## config.mk

```make
export PLATFORM = sky130hd
export DESIGN_NAME = hid_boot_report_key_tracker_flat
export DESIGN_NICKNAME = d
export VERILOG_FILES = /design/src/sv/hbkt_pkg.sv /design/src/sv/hbkt_event_if.sv /design/src/sv/hbkt_report_if.sv /design/src/sv/hbkt_update.sv /design/src/sv/hbkt_report_buf.sv /design/src/sv/hid_boot_report_key_tracker.sv /design/src/flat_wrapper.sv
export SDC_FILE = /design/constraint.sdc
export NUM_CORES = 1
export LEC_CHECK = 0
export ABC_AREA = 1
export BUFFER_PORTS_ARGS = -buffer_cell sky130_fd_sc_hd__buf_2
export CAP_MARGIN = 20
export CORE_MARGIN = 2
export CORE_UTILIZATION = 62
export DETAILED_ROUTE_END_ITERATION = 6
export PLACE_DENSITY = 0.81
export SETUP_SLACK_MARGIN = 0.15
export SYNTH_ARGS = -nofsm -noshare
export SYNTH_HDL_FRONTEND = slang
export SYNTH_SLANG_ARGS = --single-unit
```

## constraint.sdc

```tcl
create_clock -name clk_i -period 6.2 [get_ports clk_i]
set_clock_uncertainty 0.2 [all_clocks]
set_input_delay 0.62 -clock clk_i [delete_from_list [all_inputs] [get_ports clk_i]]
set_output_delay 0.62 -clock clk_i [all_outputs]
set_load 0.02 [all_outputs]
```

## src/sv/hbkt_pkg.sv

```systemverilog
`default_nettype none

package hbkt_pkg;

  // Report geometry
  localparam int unsigned REPORT_SLOTS  = 6;
  localparam int unsigned KEY_SLOTS_DEF = 6;
  localparam int unsigned SET_DEPTH     = 3;

  // Usage codes and modifier masks
  localparam logic [7:0] USAGE_NONE = 8'h00;
  localparam logic [7:0] USAGE_CAPS = 8'h39;
  localparam logic [4:0] MOD_PREFIX = 5'b11100;     // 0xE0..0xE7
  localparam logic [7:0] SHIFT_MASK = 8'h22;        // left and right shift bits
  localparam logic [7:0] HOLD_MAX   = 8'hFF;
  localparam logic [7:0] HOLD_ONE   = 8'h01;

  // Report counts per event
  localparam logic [1:0] CNT_NORMAL = 2'd1;
  localparam logic [1:0] CNT_CAPS   = 2'd3;

  typedef struct packed {
    logic       pressed;
    logic [7:0] keycode;
    logic       caps_pair;
  } event_t;

  typedef struct packed {
    logic [7:0]                   modifiers;
    logic [REPORT_SLOTS-1:0][7:0] slots;
    logic                         last;
  } report_t;

  // Reports produced by one event, in emit order
  typedef struct packed {
    logic [1:0]                count;
    report_t [SET_DEPTH-1:0]   rep;
  } rpt_set_t;

  // Report buffer status seen by the event stage
  typedef struct packed {
    logic can_load;
    logic busy;
  } buf_stat_t;

endpackage

`default_nettype wire

```

## src/sv/hbkt_event_if.sv

```systemverilog
`default_nettype none

interface hbkt_event_if;
  logic       valid;
  logic       ready;
  logic       pressed;
  logic [7:0] keycode;
  logic       caps_pair;

  modport source (output valid, output pressed, output keycode, output caps_pair,
                  input ready);
  modport sink (input valid, input pressed, input keycode, input caps_pair,
                output ready);
endinterface

`default_nettype wire

```

## src/sv/hbkt_report_if.sv

```systemverilog
`default_nettype none

interface hbkt_report_if;
  logic       valid;
  logic       ready;
  logic [7:0] modifiers;
  logic [7:0] slot0;
  logic [7:0] slot1;
  logic [7:0] slot2;
  logic [7:0] slot3;
  logic [7:0] slot4;
  logic [7:0] slot5;
  logic       last;

  modport source (output valid, output modifiers, output slot0, output slot1,
                  output slot2, output slot3, output slot4, output slot5,
                  output last, input ready);
  modport sink (input valid, input modifiers, input slot0, input slot1,
                input slot2, input slot3, input slot4, input slot5,
                input last, output ready);
endinterface

`default_nettype wire

```

## src/sv/hbkt_update.sv

```systemverilog
`default_nettype none

module hbkt_update #(
  parameter int unsigned KeySlots = hbkt_pkg::KEY_SLOTS_DEF
) (
  input  hbkt_pkg::event_t           ev_i,
  input  logic [7:0]                 mods_i,
  input  logic [KeySlots-1:0][7:0]   slots_i,
  input  logic [7:0]                 hold_i,
  output logic [7:0]                 mods_o,
  output logic [KeySlots-1:0][7:0]   slots_o,
  output logic [7:0]                 hold_o,
  output hbkt_pkg::rpt_set_t         set_o
);

  typedef logic [KeySlots-1:0][7:0] slots_t;

  // Lowest empty slot takes the code; full table drops it
  function automatic slots_t slot_put(slots_t s, logic [7:0] code);
    slots_t r;
    logic   done;
    r    = s;
    done = 1'b0;
    for (int i = 0; i < KeySlots; i++) begin
      if (!done && r[i] == hbkt_pkg::USAGE_NONE) begin
        r[i] = code;
        done = 1'b1;
      end
    end
    return r;
  endfunction

  // Lowest slot holding the code is cleared
  function automatic slots_t slot_drop(slots_t s, logic [7:0] code);
    slots_t r;
    logic   done;
    r    = s;
    done = 1'b0;
    for (int i = 0; i < KeySlots; i++) begin
      if (!done && r[i] == code) begin
        r[i] = hbkt_pkg::USAGE_NONE;
        done = 1'b1;
      end
    end
    return r;
  endfunction

  // Only the first six slots reach a report
  function automatic logic [hbkt_pkg::REPORT_SLOTS-1:0][7:0] slot_view(slots_t s);
    logic [hbkt_pkg::REPORT_SLOTS-1:0][7:0] v;
    for (int j = 0; j < hbkt_pkg::REPORT_SLOTS; j++) begin
      v[j] = (j < KeySlots) ? s[j] : hbkt_pkg::USAGE_NONE;
    end
    return v;
  endfunction

  logic       is_mod;
  logic       seq;
  logic [7:0] hold_dec;
  logic [7:0] mods_a;
  logic [7:0] mods_b;
  slots_t     slots_a;
  slots_t     slots_b;
  slots_t     slots_c;

  assign is_mod = (ev_i.keycode[7:3] == hbkt_pkg::MOD_PREFIX);

  // Hold count release step, floored at zero
  assign hold_dec = (ev_i.caps_pair && !ev_i.pressed && hold_i != 8'd0)
                  ? hold_i - 8'd1 : hold_i;

  // Apply the event key
  always_comb begin
    mods_a  = mods_i;
    slots_a = slots_i;
    if (ev_i.keycode != hbkt_pkg::USAGE_NONE) begin
      if (is_mod) begin
        mods_a[ev_i.keycode[2:0]] = ev_i.pressed;
      end else if (ev_i.pressed) begin
        slots_a = slot_put(slots_i, ev_i.keycode);
      end else begin
        slots_a = slot_drop(slots_i, ev_i.keycode);
      end
    end
  end

  // Caps-lock tap: shifts lifted, caps pressed then released
  assign seq     = ev_i.caps_pair && ev_i.pressed && (hold_dec == hbkt_pkg::HOLD_ONE);
  assign mods_b  = mods_a & ~hbkt_pkg::SHIFT_MASK;
  assign slots_b = slot_put(slots_a, hbkt_pkg::USAGE_CAPS);
  assign slots_c = slot_drop(slots_b, hbkt_pkg::USAGE_CAPS);

  // Next state
  assign mods_o  = mods_a;
  assign slots_o = seq ? slots_c : slots_a;
  assign hold_o  = (ev_i.caps_pair && ev_i.pressed && hold_dec != hbkt_pkg::HOLD_MAX)
                 ? hold_dec + 8'd1 : hold_dec;

  // Reports in emit order
  always_comb begin
    set_o.count            = seq ? hbkt_pkg::CNT_CAPS : hbkt_pkg::CNT_NORMAL;
    set_o.rep[0].modifiers = seq ? mods_b : mods_a;
    set_o.rep[0].slots     = slot_view(seq ? slots_b : slots_a);
    set_o.rep[0].last      = !seq;
    set_o.rep[1].modifiers = mods_b;
    set_o.rep[1].slots     = slot_view(slots_c);
    set_o.rep[1].last      = 1'b0;
    set_o.rep[2].modifiers = mods_a;
    set_o.rep[2].slots     = slot_view(slots_c);
    set_o.rep[2].last      = 1'b1;
  end

endmodule

`default_nettype wire

```

## src/sv/hbkt_report_buf.sv

```systemverilog
`default_nettype none

module hbkt_report_buf (
  input  logic                  clk_i,
  input  logic                  rst_ni,
  input  logic                  load_i,
  input  hbkt_pkg::rpt_set_t    set_i,
  output hbkt_pkg::buf_stat_t   stat_o,
  hbkt_report_if.source         rpt_o
);

  hbkt_pkg::report_t [hbkt_pkg::SET_DEPTH-1:0] rep_q;
  hbkt_pkg::report_t                           cur;
  logic [1:0] cnt_q, cnt_d;
  logic [1:0] rd_q, rd_d;
  logic       pop;

  assign pop = rpt_o.valid && rpt_o.ready;

  // Room for a new set once the last pending report leaves
  assign stat_o.can_load = (cnt_q == 2'd0) || (cnt_q == 2'd1 && pop);
  assign stat_o.busy     = (cnt_q != 2'd0);

  // Pointer and fill count
  always_comb begin
    cnt_d = cnt_q;
    rd_d  = rd_q;
    if (load_i) begin
      cnt_d = set_i.count;
      rd_d  = 2'd0;
    end else if (pop) begin
      cnt_d = cnt_q - 2'd1;
      rd_d  = rd_q + 2'd1;
    end
  end

  always_ff @(posedge clk_i or negedge rst_ni) begin
    if (!rst_ni) begin
      cnt_q <= 2'd0;
      rd_q  <= 2'd0;
    end else begin
      cnt_q <= cnt_d;
      rd_q  <= rd_d;
    end
  end

  // Report storage
  always_ff @(posedge clk_i) begin
    if (load_i) begin
      rep_q <= set_i.rep;
    end
  end

  // Current report
  always_comb begin
    case (rd_q)
      2'd0:    cur = rep_q[0];
      2'd1:    cur = rep_q[1];
      2'd2:    cur = rep_q[2];
      default: cur = rep_q[0];
    endcase
  end

  assign rpt_o.valid     = (cnt_q != 2'd0);
  assign rpt_o.modifiers = cur.modifiers;
  assign rpt_o.slot0     = cur.slots[0];
  assign rpt_o.slot1     = cur.slots[1];
  assign rpt_o.slot2     = cur.slots[2];
  assign rpt_o.slot3     = cur.slots[3];
  assign rpt_o.slot4     = cur.slots[4];
  assign rpt_o.slot5     = cur.slots[5];
  assign rpt_o.last      = cur.last;

endmodule

`default_nettype wire

```

## src/sv/hid_boot_report_key_tracker.sv

```systemverilog
`default_nettype none

// Channel  | Dir | Handshake   | Item
// ---------+-----+-------------+------------------------------------------
// evt_i    | in  | valid/ready | pressed, keycode, caps_pair
// rpt_o    | out | valid/ready | modifiers, slot0..slot5, last
//
// An event is held in the event register, then its reports are written
// into a three-entry report buffer that drains one report a cycle while
// rpt_o.ready is high. Ordinary events: one report. Caps-lock tap: three
// reports. A new set can load while the last pending report of the old leaves.
// Reset clears modifiers, key slots and hold count at once; no sweep.
// A stalled report output holds the buffer; the event register keeps one
// event waiting and evt_i.ready drops until the buffer can take its set.

module hid_boot_report_key_tracker #(
  parameter int unsigned KEY_SLOTS = hbkt_pkg::KEY_SLOTS_DEF
) (
  input  logic          clk_i,
  input  logic          rst_ni,
  hbkt_event_if.sink    evt_i,
  hbkt_report_if.source rpt_o
);

  hbkt_pkg::event_t          ev_q;
  logic                      ev_vld_q, ev_vld_d;
  logic                      load;
  logic                      ev_take;
  hbkt_pkg::buf_stat_t       stat;
  hbkt_pkg::rpt_set_t        set;

  logic [7:0]                mods_q, mods_d;
  logic [KEY_SLOTS-1:0][7:0] slots_q, slots_d;
  logic [7:0]                hold_q, hold_d;

  // Event register handshake
  assign load        = ev_vld_q && stat.can_load;
  assign evt_i.ready = !ev_vld_q || load;
  assign ev_take     = evt_i.valid && evt_i.ready;
  assign ev_vld_d    = ev_take || (ev_vld_q && !load);

  always_ff @(posedge clk_i or negedge rst_ni) begin
    if (!rst_ni) begin
      ev_vld_q <= 1'b0;
    end else begin
      ev_vld_q <= ev_vld_d;
    end
  end

  always_ff @(posedge clk_i) begin
    if (ev_take) begin
      ev_q.pressed   <= evt_i.pressed;
      ev_q.keycode   <= evt_i.keycode;
      ev_q.caps_pair <= evt_i.caps_pair;
    end
  end

  // Report state and key table update
  hbkt_update #(
    .KeySlots (KEY_SLOTS)
  ) u_update (
    .ev_i    (ev_q),
    .mods_i  (mods_q),
    .slots_i (slots_q),
    .hold_i  (hold_q),
    .mods_o  (mods_d),
    .slots_o (slots_d),
    .hold_o  (hold_d),
    .set_o   (set)
  );

  always_ff @(posedge clk_i or negedge rst_ni) begin
    if (!rst_ni) begin
      mods_q  <= 8'd0;
      slots_q <= '0;
      hold_q  <= 8'd0;
    end else if (load) begin
      mods_q  <= mods_d;
      slots_q <= slots_d;
      hold_q  <= hold_d;
    end
  end

  // Report buffer
  hbkt_report_buf u_report_buf (
    .clk_i  (clk_i),
    .rst_ni (rst_ni),
    .load_i (load),
    .set_i  (set),
    .stat_o (stat),
    .rpt_o  (rpt_o)
  );

`ifndef NO_ASSERTIONS
  // A loaded set always shows a report next cycle
  a_load_shows: assert property (@(posedge clk_i) disable iff (!rst_ni)
    load |=> rpt_o.valid)
    else $error("report set loaded but no report valid");

  // A blocked event stays in the event register
  a_event_held: assert property (@(posedge clk_i) disable iff (!rst_ni)
    (ev_vld_q && !load) |=> (ev_vld_q && $stable(ev_q)))
    else $error("waiting event lost");

  // Hold count moves by at most one per event
  a_hold_step: assert property (@(posedge clk_i) disable iff (!rst_ni)
    1'b1 |=> (hold_q == $past(hold_q) || hold_q == $past(hold_q) + 8'd1 ||
              hold_q == $past(hold_q) - 8'd1))
    else $error("hold count jumped");

  // Loads only into a buffer that is empty or draining
  a_load_room: assert property (@(posedge clk_i) disable iff (!rst_ni)
    load |-> (!stat.busy || (rpt_o.valid && rpt_o.ready)))
    else $error("report set overwrote pending reports");
`endif

endmodule

`default_nettype wire
```

## src/flat_wrapper.sv

```systemverilog
// flat-port wrapper written by rule: the top's interface ports become plain ports
module hid_boot_report_key_tracker_flat 
#(
  parameter int unsigned KEY_SLOTS = hbkt_pkg::KEY_SLOTS_DEF
)
  (clk_i, rst_ni, evt_i_valid, evt_i_pressed, evt_i_keycode, evt_i_caps_pair, evt_i_ready, rpt_o_valid, rpt_o_modifiers, rpt_o_slot0, rpt_o_slot1, rpt_o_slot2, rpt_o_slot3, rpt_o_slot4, rpt_o_slot5, rpt_o_last, rpt_o_ready);
  hbkt_event_if evt_i_i ();
  hbkt_report_if rpt_o_i ();
  input  logic clk_i;
  input  logic rst_ni;
  input wire logic [$bits(evt_i_i.valid)-1:0] evt_i_valid;
  input wire logic [$bits(evt_i_i.pressed)-1:0] evt_i_pressed;
  input wire logic [$bits(evt_i_i.keycode)-1:0] evt_i_keycode;
  input wire logic [$bits(evt_i_i.caps_pair)-1:0] evt_i_caps_pair;
  output wire logic [$bits(evt_i_i.ready)-1:0] evt_i_ready;
  output wire logic [$bits(rpt_o_i.valid)-1:0] rpt_o_valid;
  output wire logic [$bits(rpt_o_i.modifiers)-1:0] rpt_o_modifiers;
  output wire logic [$bits(rpt_o_i.slot0)-1:0] rpt_o_slot0;
  output wire logic [$bits(rpt_o_i.slot1)-1:0] rpt_o_slot1;
  output wire logic [$bits(rpt_o_i.slot2)-1:0] rpt_o_slot2;
  output wire logic [$bits(rpt_o_i.slot3)-1:0] rpt_o_slot3;
  output wire logic [$bits(rpt_o_i.slot4)-1:0] rpt_o_slot4;
  output wire logic [$bits(rpt_o_i.slot5)-1:0] rpt_o_slot5;
  output wire logic [$bits(rpt_o_i.last)-1:0] rpt_o_last;
  input wire logic [$bits(rpt_o_i.ready)-1:0] rpt_o_ready;
  assign evt_i_i.valid = evt_i_valid;
  assign evt_i_i.pressed = evt_i_pressed;
  assign evt_i_i.keycode = evt_i_keycode;
  assign evt_i_i.caps_pair = evt_i_caps_pair;
  assign evt_i_ready = evt_i_i.ready;
  assign rpt_o_valid = rpt_o_i.valid;
  assign rpt_o_modifiers = rpt_o_i.modifiers;
  assign rpt_o_slot0 = rpt_o_i.slot0;
  assign rpt_o_slot1 = rpt_o_i.slot1;
  assign rpt_o_slot2 = rpt_o_i.slot2;
  assign rpt_o_slot3 = rpt_o_i.slot3;
  assign rpt_o_slot4 = rpt_o_i.slot4;
  assign rpt_o_slot5 = rpt_o_i.slot5;
  assign rpt_o_last = rpt_o_i.last;
  assign rpt_o_i.ready = rpt_o_ready;
  hid_boot_report_key_tracker #(.KEY_SLOTS(KEY_SLOTS)) u_core (.clk_i(clk_i), .rst_ni(rst_ni), .evt_i(evt_i_i), .rpt_o(rpt_o_i));
endmodule
```

# After elaboration in Yosys (flattened, before gate mapping)

Cells that the tools add are included.

Output and inout bits: 59
Bits of input ports: 14
Flip-flop bits (word level): 198
Logic and storage cells: 222

Equality and inequality tests: 18
Reductions and logical operators: 75
Add/subtract/negate cells: 4
Multiplexer cells: 92
$lt $le $gt $ge: 2

Operator list:

| kind                                                                                | number |
|---|---|
| 48-bit 2-to-1 mux                                                                   | 5 |
| 8-bit 2-to-1 mux                                                                    | 28 |
| 57-bit one-hot mux with 2 select lines                                              | 1 |
| 8-bit logical NOT                                                                   | 12 |
| 1-bit 2-to-1 mux                                                                    | 51 |
| 8-bit by 6-bit == test with 1-bit output, second input constant                     | 6 |
| 8-bit == test                                                                       | 6 |
| 1-bit logical AND                                                                   | 31 |
| 1-bit logical NOT                                                                   | 24 |
| 8-bit nonzero test                                                                  | 2 |
| 2-bit 2-to-1 mux                                                                    | 5 |
| 8-bit by 1-bit adder with 8-bit output, second input constant                       | 1 |
| 8-bit bitwise mux                                                                   | 1 |
| 8-bit by 1-bit == test with 1-bit output, second input constant                     | 1 |
| 8-bit inequality test, second input constant                                        | 1 |
| 8-bit by 1-bit subtractor with 8-bit output, second input constant                  | 1 |
| 5-bit == test, second input constant                                                | 1 |
| 2-bit by 1-bit == test with 1-bit output, second input constant                     | 2 |
| 3-bit by 4-bit < comparator with 1-bit output, second input constant                | 1 |
| 2-bit nonzero test                                                                  | 2 |
| 1-bit demux with 3-bit select                                                       | 1 |
| 3-bit by 1-bit greater-or-equal comparator with 1-bit output, second input constant | 1 |
| 1-bit logical OR                                                                    | 3 |
| 2-bit by 1-bit adder with 2-bit output, second input constant                       | 1 |
| 3 further kinds                                                                     | 3 |

# Longest topological paths before layout

Gate-level depths: netlist (run 1).

Depth after elaboration: 56
Depth in mapped cells: 26
Gate-level depth less buffers: 25

# Cells and area by module

From an unflattened synthesis (run 1), not the netlist that was laid out.

Cell total of the unflattened synthesis: 1937
Area, all modules: 14886.8 µm²

Modules (own cells, without submodules):

| module                      | area each (µm²) | seq. area each (µm²) | cells each | instances |
|---|---|---|---|---|
| hbkt_report_buf             | 6849.1          | 5235.0               | 575        | 1 |
| hbkt_update                 | 5167.5          | 0.0                  | 1067       | 1 |
| hid_boot_report_key_tracker | 2870.3          | 1926.8               | 295        | 1 |

# Worst setup path before layout (run 1)

OpenSTA, ideal clock, no wires.

Path type: input-to-reg
From: in rpt_o_ready
To: reg u_core.u_report_buf.rep_q[0] (netlist name) (enable)
Arrival time: 4.320 ns
Required time: 5.487 ns
Buffers on the path: 2
Setup slack: 1.166 ns
Setup time: 0.513 ns
Stages on the path: 4
Cell sequence: a21oi_1 > nor2_1 > clkbuf_1 > clkbuf_1

Cells in the longest elaborated chain, start to end: 4

Ends and longest elaborated chain:

| item                 | RTL line                          | text |
|---|---|---|
| from (decl)          | flat_wrapper.sv:25                | `input wire logic [$bits(rpt_o_i.ready)-1:0] rpt_o_ready;` |
| 1-bit logical AND    | hbkt_report_buf.sv:18             | `assign pop = rpt_o.valid && rpt_o.ready;` |
| 1-bit logical AND    | hbkt_report_buf.sv:21             | `assign stat_o.can_load = (cnt_q == 2'd0) \|\| (cnt_q == 2'd1 && pop);` |
| 1-bit logical OR     | hbkt_report_buf.sv:21             |  |
| 1-bit logical AND    | hid_boot_report_key_tracker.sv:37 | `assign load = ev_vld_q && stat.can_load;` |
| via u_core.load      | hid_boot_report_key_tracker.sv:27 | `logic load;` |
| to (signal assigned) | hbkt_report_buf.sv:50             | `rep_q <= set_i.rep;` |
| to (decl)            | hbkt_report_buf.sv:12             | `hbkt_pkg::report_t [hbkt_pkg::SET_DEPTH-1:0] rep_q;` |

The timed path passes the listed nets, and every way through them passes these cells.
A chain may end at the register's enable or synchronous reset.

# Worst setup path after layout (run 1)

From: reg u_core.u_report_buf.rd_q[0]
To: out rpt_o_last

Cells in the longest elaborated chain, start to end: 2
Elaborated cells between the ends (all ways): 3
Those cells by class: eq/ne: 2; mux: 1

Ends and longest elaborated chain:

| item                                                                             | RTL line              | text |
|---|---|---|
| from (decl)                                                                      | hbkt_report_buf.sv:15 | `logic [1:0] rd_q, rd_d;` |
| from (signal assigned)                                                           | hbkt_report_buf.sv:43 | `rd_q <= rd_d;` |
| 2-bit == test / 2-bit by 1-bit == test with 1-bit output (equally long branches) | hbkt_report_buf.sv:56 | `case (rd_q)` |
| 57-bit one-hot mux with 2 select lines (*)                                       | hbkt_report_buf.sv:56 |  |
| to (decl)                                                                        | flat_wrapper.sv:24    | `output wire logic [$bits(rpt_o_i.last)-1:0] rpt_o_last;` |

Every way passes the cells marked *; elsewhere a longest branch is shown, timed or not.

==> results.sh, run 1 <==
export IMPL_outcome="completed"
export IMPL_initial_utilization_pct=63.51
export IMPL_drt_wl_total_um=28070
export IMPL_path_cells="inv_1 -> ha_2 -> clkinv_1 -> buf_4 -> nand2_1 -> nand2_1 -> buf_2"
export IMPL_timing_slew_headroom_pct=30.13
export IMPL_dr_pass1_iters=6
export IMPL_post_cts_buffers=0
export IMPL_dieArea_um2=18800
export IMPL_io_pins=73
export IMPL_drv_slew=0
export IMPL_start_kind="flop"
export IMPL_avgSynthCellArea_um2=7.412
export IMPL_tns_ps=0
export IMPL_clockBufferDepth=2
export IMPL_finalSetupViolations=0
export IMPL_grt_max_degree=89
export IMPL_powerDensity_nw_per_um2=618.3
export IMPL_core_um2=17300
export IMPL_n_fill_cell=1458
export IMPL_p_int_mw=3.770
export IMPL_synth_nets=1504
export IMPL_clk_pin_slew_ps=70
export IMPL_min_path_type="in2reg"
export IMPL_viasPerCell=5.616
export IMPL_synthMostInstantiatedCell="nand2_1"
export IMPL_dr_first_iter_drc_count=951
export IMPL_area_delta_synth_final_pct=9.409
export IMPL_clockRootBuffer="clkbuf_16"
export IMPL_nets=1554
export IMPL_crit_top_cell="nand2_1"
export IMPL_insertion_delay_ps=450
export IMPL_postCtsResizedCells=0
export IMPL_netlist_instances=1482
export IMPL_period_share_pct=72.80
export IMPL_critical_path_max_stage_delay_ps=980
export IMPL_p_seq_share_pct=32.7
export IMPL_ir_drop_v=0.0005126
export IMPL_grt_pass1_wl_um=45580
export IMPL_post_route_min_period_ps=4513
export IMPL_p_sw_share_pct=49.27
export IMPL_synth_warnings=0
export IMPL_crit_arrival_ps=3690
export IMPL_grt_ovfl_total=0
export IMPL_fmaxAchievable_ghz=0.2216
export IMPL_required_ps=5380
export IMPL_num_rows=48
export IMPL_wl_per_cell_um=15.86
export IMPL_synthArstFlopShare_pct=37.10
export IMPL_ys_seq_elements=186
export IMPL_grt_usage_pct=31.55
export IMPL_worst_setup_path_type="reg2out"
export IMPL_ant_nets=0
export IMPL_diodes=0
export IMPL_die_w_um=137.1
export IMPL_rsz0062_at_grt="false"
export IMPL_htree_num_levels=4
export IMPL_switchingPower_mw=3.661
export IMPL_cts_made_buffers=17
export IMPL_final_util_pct=69.48
export IMPL_critical_path_slowest_cell="ha_2"
export IMPL_synth_main_ff_cell="edfxtp_1"
export IMPL_clkPwrFrac_pct=14.1
export IMPL_design_area_um2=12020
export IMPL_hold_buffers=0
export IMPL_cts_tree="built"
export IMPL_dieHeight_um=137.1
export IMPL_syn_cell_area_um2=10980
export IMPL_dp_hpwl_um=19550
export IMPL_worst_path_max_fanout=54
export IMPL_leakage_nw=6.233
export IMPL_synth_edf_count=117
export IMPL_ff2ff_setup_slack_ps=1720
export IMPL_grt_antenna_before_repair=0
export IMPL_worst_pin_slew_ps=1048
export IMPL_cap_viol_max_count=0
export IMPL_hold_violations=0
export IMPL_cts_sinks=186
export IMPL_gp_congestion=0.9885
export IMPL_synth_seq_area_share_pct=47.70
export IMPL_yosys_top_cells_count="nand2_1, inv_1, nand3_1, edfxtp_1, nor2_1"
export IMPL_portBuffers=72
export IMPL_drive_above_1_share_pct=11.52
export IMPL_p_total_mw=7.431
export IMPL_synthDistinctLibCells=41
export IMPL_synth_area_leader_cell="edfxtp_1"
export IMPL_power_share_combinational_pct=53.2
export IMPL_dpl_instance_area_um2=11460
export IMPL_drc=0
export IMPL_routed_via_count=9940
export IMPL_endpoint_kind="primary output"
export IMPL_grt_pass1_vias=9172
export IMPL_ys_top_cells_by_area="edfxtp_1, nand2_1, dfrtp_1"
export IMPL_netlist_area_leader_share_pct=31.99
-- logic make-up after synthesis --
kind of cell	count (synthesis)	synth area share, %
compound gates	121	5.843
xor+xnor	19	1.515
fa+ha+maj	8	0.9113
buf+inv	243	8.771
flops	186	47.70
simple gates	905	35.25
-- sequential cells by signal (all words and copies together), names as in the netlist --
register                   count
u_core.u_report_buf.cnt_q      2
u_core.u_report_buf.rd_q       2
u_core.slots_q                48
u_core.mods_q                  8
u_core.u_report_buf.rep_q    107
u_core.hold_q                  8
u_core.ev_q                   10
u_core.ev_vld_q                1
-- cell type report --
type / count / area (µm²) / share of cell area, %
flip-flops and latches: 186 / 5240 / 43.60
repair buffers: 79 / 412.9 / 3.436
inverters: 195 / 739.5 / 6.153
clock buffers: 19 / 432.9 / 3.602
well taps: 225 / 281.5 / 2.343
multi-input cells: 1053 / 4791 / 39.86
clock inverters: 13 / 120.1 / 0.9995
-- per-layer routing --
layer | global-route usage [%] | up-vias | share of wire, %
met5 | 0 | - | 0
met4 | 14.55 | 0 | 3.6
met3 | 6.037 | 94 | 8.9
met2 | 48.54 | 508 | 45
met1 | 43.47 | 4534 | 42
li1 | - | 4804 | -
-- power by group through the flow --
stage | clock, mW | combinational (mW) | sequential, mW
3_5_place_dp | 0 | 3.92 | 2.43
3_3_place_gp | 0 | 3.83 | 2.42
2_1_floorplan | 0 | 2.94 | 2.34
6_report | 1.05 | 3.96 | 2.43
4_1_cts | 1.06 | 3.94 | 2.42
5_1_grt | 1.10 | 4.45 | 2.48
-- through the flow --
step | instances | hold WS, ps | setup slack, ps
final | 1770 | 151.3 | 1687
after detailed placement | 1738 | 271.4 | 1839
after CTS | 1770 | 142.5 | 1685
after floorplan | 1482 | 124.4 | 1166
after global routing | 1770 | 137.2 | 1415
after global placement | 1738 | 265.0 | 1924
-- cell usage in the layout (no fill, tap or decap), types with 13 or more instances in the layout --
master / netlist / final
nor2_1: 116 / 115
o21ai_1: 19 / 19
buf_2: 5 / 72
inv_2: 13 / 13
nand3_1: 134 / 134
nand4_1: 23 / 23
edfxtp_1: 117 / 117
clkbuf_16: 0 / 17
nand2_1: 577 / 577
dfrtp_1: 69 / 69
nor2_2: 14 / 14
a21oi_1: 26 / 26
inv_1: 177 / 177
o21ai_0: 61 / 61
-- path summary, 6_finish.rpt --
path	startpoint	end	cells after the start
setup / recovery	u_core.u_report_buf.rd_q[0]$_DFFE_PN0P_	rpt_o_last	7
hold / removal	evt_i_keycode[3]	u_core.ev_q[4]$_DFFE_PP_	1
setup reg to reg	u_core.ev_q[4]$_DFFE_PP_	u_core.u_report_buf.rep_q[160]$_DFFE_PP_	20
hold reg to reg	u_core.mods_q[3]$_DFFE_PN0P_	u_core.mods_q[3]$_DFFE_PN0P_	2
max in group asynchronous	rst_ni	u_core.slots_q[18]$_DFFE_PN0P_	2
min in group asynchronous	rst_ni	u_core.mods_q[7]$_DFFE_PN0P_	2
-- critical path, delay by kind of cell, from the launching register on --
family,cells,cell delay [ps]
buf+inv,4,1450
flops,1,400
fa+ha+maj,1,980
simple gates,2,310
(Power assumes the default switching activity.)
==> run 2: changes to the inputs <==
--- a/config.mk
+++ b/config.mk
@@ -9,9 +9,9 @@
 export BUFFER_PORTS_ARGS = -buffer_cell sky130_fd_sc_hd__buf_2
 export CAP_MARGIN = 20
 export CORE_MARGIN = 2
-export CORE_UTILIZATION = 62
+export CORE_UTILIZATION = 56
 export DETAILED_ROUTE_END_ITERATION = 6
-export PLACE_DENSITY = 0.81
+export PLACE_DENSITY = 0.78
 export SETUP_SLACK_MARGIN = 0.15
 export SYNTH_ARGS = -nofsm -noshare
 export SYNTH_HDL_FRONTEND = slang
==> constraint.sdc (replaced) <==
create_clock -name clk_i -period 3.8 [get_ports clk_i]
set_clock_uncertainty 0.2 [all_clocks]
set_input_delay 0.38 -clock clk_i [delete_from_list [all_inputs] [get_ports clk_i]]
set_output_delay 0.38 -clock clk_i [all_outputs]
set_load 0.02 [all_outputs]
==> results.sh, run 2 (synthesis gave the netlist of run 1 again) <==
export IMPL_outcome="finished with violations"
export IMPL_failed_checks="negative hold slack"
export IMPL_drv_slew=0
export IMPL_wl_per_cell_um=16.89
export IMPL_grt_pass1_wl_um=47940
export IMPL_clk_pin_slew_ps=70
export IMPL_clockBufferDepth=2
export IMPL_dieHeight_um=144.1
export IMPL_grt_antenna_before_repair=0
export IMPL_finalSetupViolations=0
export IMPL_cts_tree="built"
export IMPL_cap_viol_max_count=0
export IMPL_final_common_cell="nand2_1"
export IMPL_portBuffers=72
export IMPL_diodes=0
export IMPL_dieArea_um2=20750
export IMPL_p_sw_share_pct=48.90
export IMPL_path_cells="inv_2 -> nand2_1 -> nand2_1 -> nand2_2 -> inv_2 -> nand2_2 -> nor2_4 -> buf_12 -> nand3_4 -> nand2_4 -> nand4_1 -> nor2_4 -> buf_6 -> nor2_4 -> nand3_4 -> o21ai_1 -> nand4_1 -> buf_4 -> nand2_4 -> nor2_4 -> nand2_2 -> o21ai_1 -> inv_1"
export IMPL_worst_path_max_fanout=5
export IMPL_crit_arrival_ps=3650
export IMPL_ff2ff_setup_slack_ps=150
export IMPL_ant_nets=0
export IMPL_critical_path_slowest_cell="edfxtp_1"
export IMPL_p_total_mw=13.45
export IMPL_critPathBufInv=6
export IMPL_critical_path_max_stage_delay_ps=540
export IMPL_grt_ovfl_total=0
export IMPL_area_delta_synth_final_pct=21.73
export IMPL_ir_drop_v=0.001513
export IMPL_grt_max_degree=166
export IMPL_use_met3_pct=4.272
export IMPL_mostFrequentLayoutCells="nand2_1, inv_1, nand3_1"
export IMPL_met2_usage_pct=49.10
export IMPL_htree_num_levels=4
export IMPL_tns_ps=0
export IMPL_design_area_um2=13370
export IMPL_max_flop_register="u_core.u_report_buf.rep_q"
export IMPL_p_int_mw=6.871
export IMPL_viasPerCell=5.472
export IMPL_busiest_layer="met2"
export IMPL_rsz0062_at_grt="true"
export IMPL_routed_via_count=10380
export IMPL_worst_pin_slew_ps=971.7
export IMPL_min_path_type="in2async"
export IMPL_num_rows=51
export IMPL_clkPwrFrac_pct=14.0
export IMPL_grt_usage_pct=30.38
export IMPL_dp_hpwl_um=21130
export IMPL_io_pins=73
export IMPL_largest_register_ffs=107
export IMPL_insertion_delay_ps=450
export IMPL_hold_violations=37
export IMPL_clockRootBuffer="clkbuf_16"
export IMPL_reg_largest_list="u_core.u_report_buf.rep_q (107), u_core.slots_q (48), u_core.ev_q (10)"
export IMPL_drc=0
export IMPL_r2r_cells=23
export IMPL_core_um2=19330
export IMPL_grt_pass1_vias=9257
export IMPL_n_fill_cell=1603
export IMPL_initial_utilization_pct=56.81
export IMPL_dr_first_iter_drc_count=1029
export IMPL_worstReg2RegStart="u_core.ev_q[2]$_DFFE_PP_"
export IMPL_period_share_pct=96.12
export IMPL_worst_setup_path_type="reg2reg"
export IMPL_leakage_nw=6.755
export IMPL_powerDensity_nw_per_um2=1006
export IMPL_post_route_min_period_ps=3653
export IMPL_crit_top_cell="nor2_4"
export IMPL_power_share_combinational_pct=57.2
export IMPL_fmaxAchievable_ghz=0.2738
export IMPL_required_ps=3800
export IMPL_dpl_instance_area_um2=11810
export IMPL_die_w_um=144.1
export IMPL_switchingPower_mw=6.575
export IMPL_dr_pass1_iters=7
export IMPL_fin_worst_hold_slack_ps=-33.99
export IMPL_cts_sinks=186
export IMPL_drive_above_1_share_pct=21.02
export IMPL_p_seq_share_pct=28.8
export IMPL_timing_rr_end="u_core.u_report_buf.rep_q[147]$_DFFE_PP_"
export IMPL_drt_wl_total_um=32050
export IMPL_start_kind="flop"
export IMPL_endpoint_kind="flop"
export IMPL_timing_slew_headroom_pct=35.22
export IMPL_gp_congestion=1.042
export IMPL_cts_made_buffers=17
export IMPL_path_delay_family="simple AND/OR/NAND/NOR gates"
export IMPL_nets=1641
export IMPL_grt_use_met1_pct=41.69
## run 2: cell count changes in the layout (fill, tap and decap cells not counted), moves of 6 or more
cell	delta
buf_4	+63
nand2_1	-47
nand2_2	+37
nor2_4	+19
nor2_1	-16
dlygate4sd3_1	+11
nand2_4	+10
nand3_1	-10
buf_12	+6
buf_6	+6
nand3_2	+6
## run 2: worst register-to-register path, delay by kind of cell, from the launching register on
family                 cells  cell delay [ps]
AO/OA/AOI/OAI              2              180
buffers and inverters      6              710
flip-flops                 1              540
AND/OR/NAND/NOR           15             1770
## run 2: how the worst max path moves through the flow
stage	slack, ps	end	start	cells after the start
after floorplan	470	u_core.u_report_buf.rep_q[0]$_DFFE_PP_	u_core.u_report_buf.cnt_q[0]$_DFFE_PN0P_	6
after global placement	90	u_core.u_report_buf.rep_q[159]$_DFFE_PP_	u_core.slots_q[11]$_DFFE_PN0P_	19
after detailed placement	40	u_core.u_report_buf.rep_q[159]$_DFFE_PP_	u_core.ev_q[4]$_DFFE_PP_	18
after CTS	160	u_core.u_report_buf.rep_q[159]$_DFFE_PP_	u_core.ev_q[2]$_DFFE_PP_	22
after global routing	10	u_core.u_report_buf.rep_q[147]$_DFFE_PP_	u_core.ev_q[3]$_DFFE_PP_	22
final	150	u_core.u_report_buf.rep_q[147]$_DFFE_PP_	u_core.ev_q[2]$_DFFE_PP_	23
## run 2: repair_timing
action,CTS,global route
pin swaps,1,45
gates cloned,0,1
buffers inserted,7,35
hold buffers,11,0
endpoints found under the setup margin,14,41
hold endpoints to repair,11,0
resized for setup,3,136
## run 2: power by group through the flow
stage	clock network [mW]	registers [mW]	logic [mW]
after CTS	1.90	3.84	6.84
final	1.89	3.87	7.69
after floorplan	0	3.77	4.80
after global placement	0	3.85	6.63
after global routing	1.99	3.95	8.47
after detailed placement	0	3.88	6.75
## run 2: metrics by stage
stage / worst slack (ps) / utilization (%) / hold WS, ps / instances
global route: 14.09 / 69.16 / 64.19 / 1897
global placement: 87.59 / 61.07 / 262.2 / 1812
floorplan: 473.2 / - / -115.6 / 1482
CTS: 161.7 / 65.15 / 7.174 / 1862
detailed placement: 36.26 / 61.07 / 270.2 / 1812
finish: 147.3 / 69.16 / -33.99 / 1897
## run 2: layout make-up
cell class	count	area [µm²]	share of cell area, %
clock inverter	14	187.7	1.404
inverter	195	747.0	5.586
sequential	186	5241	39.20
clock buffer	18	429.2	3.210
tap	265	331.6	2.480
timing repair buffer	165	1184	8.852
multi-input combinational	1054	5251	39.27
## run 2: per-layer routing
| layer | vias to the layer above | part of all wire, % |
|---|---|---|
| met5 | - | 0 |
| met3 | 75 | 8.1 |
| met4 | 0 | 3.0 |
| met2 | 516 | 47 |
| li1 | 4983 | - |
| met1 | 4807 | 42 |
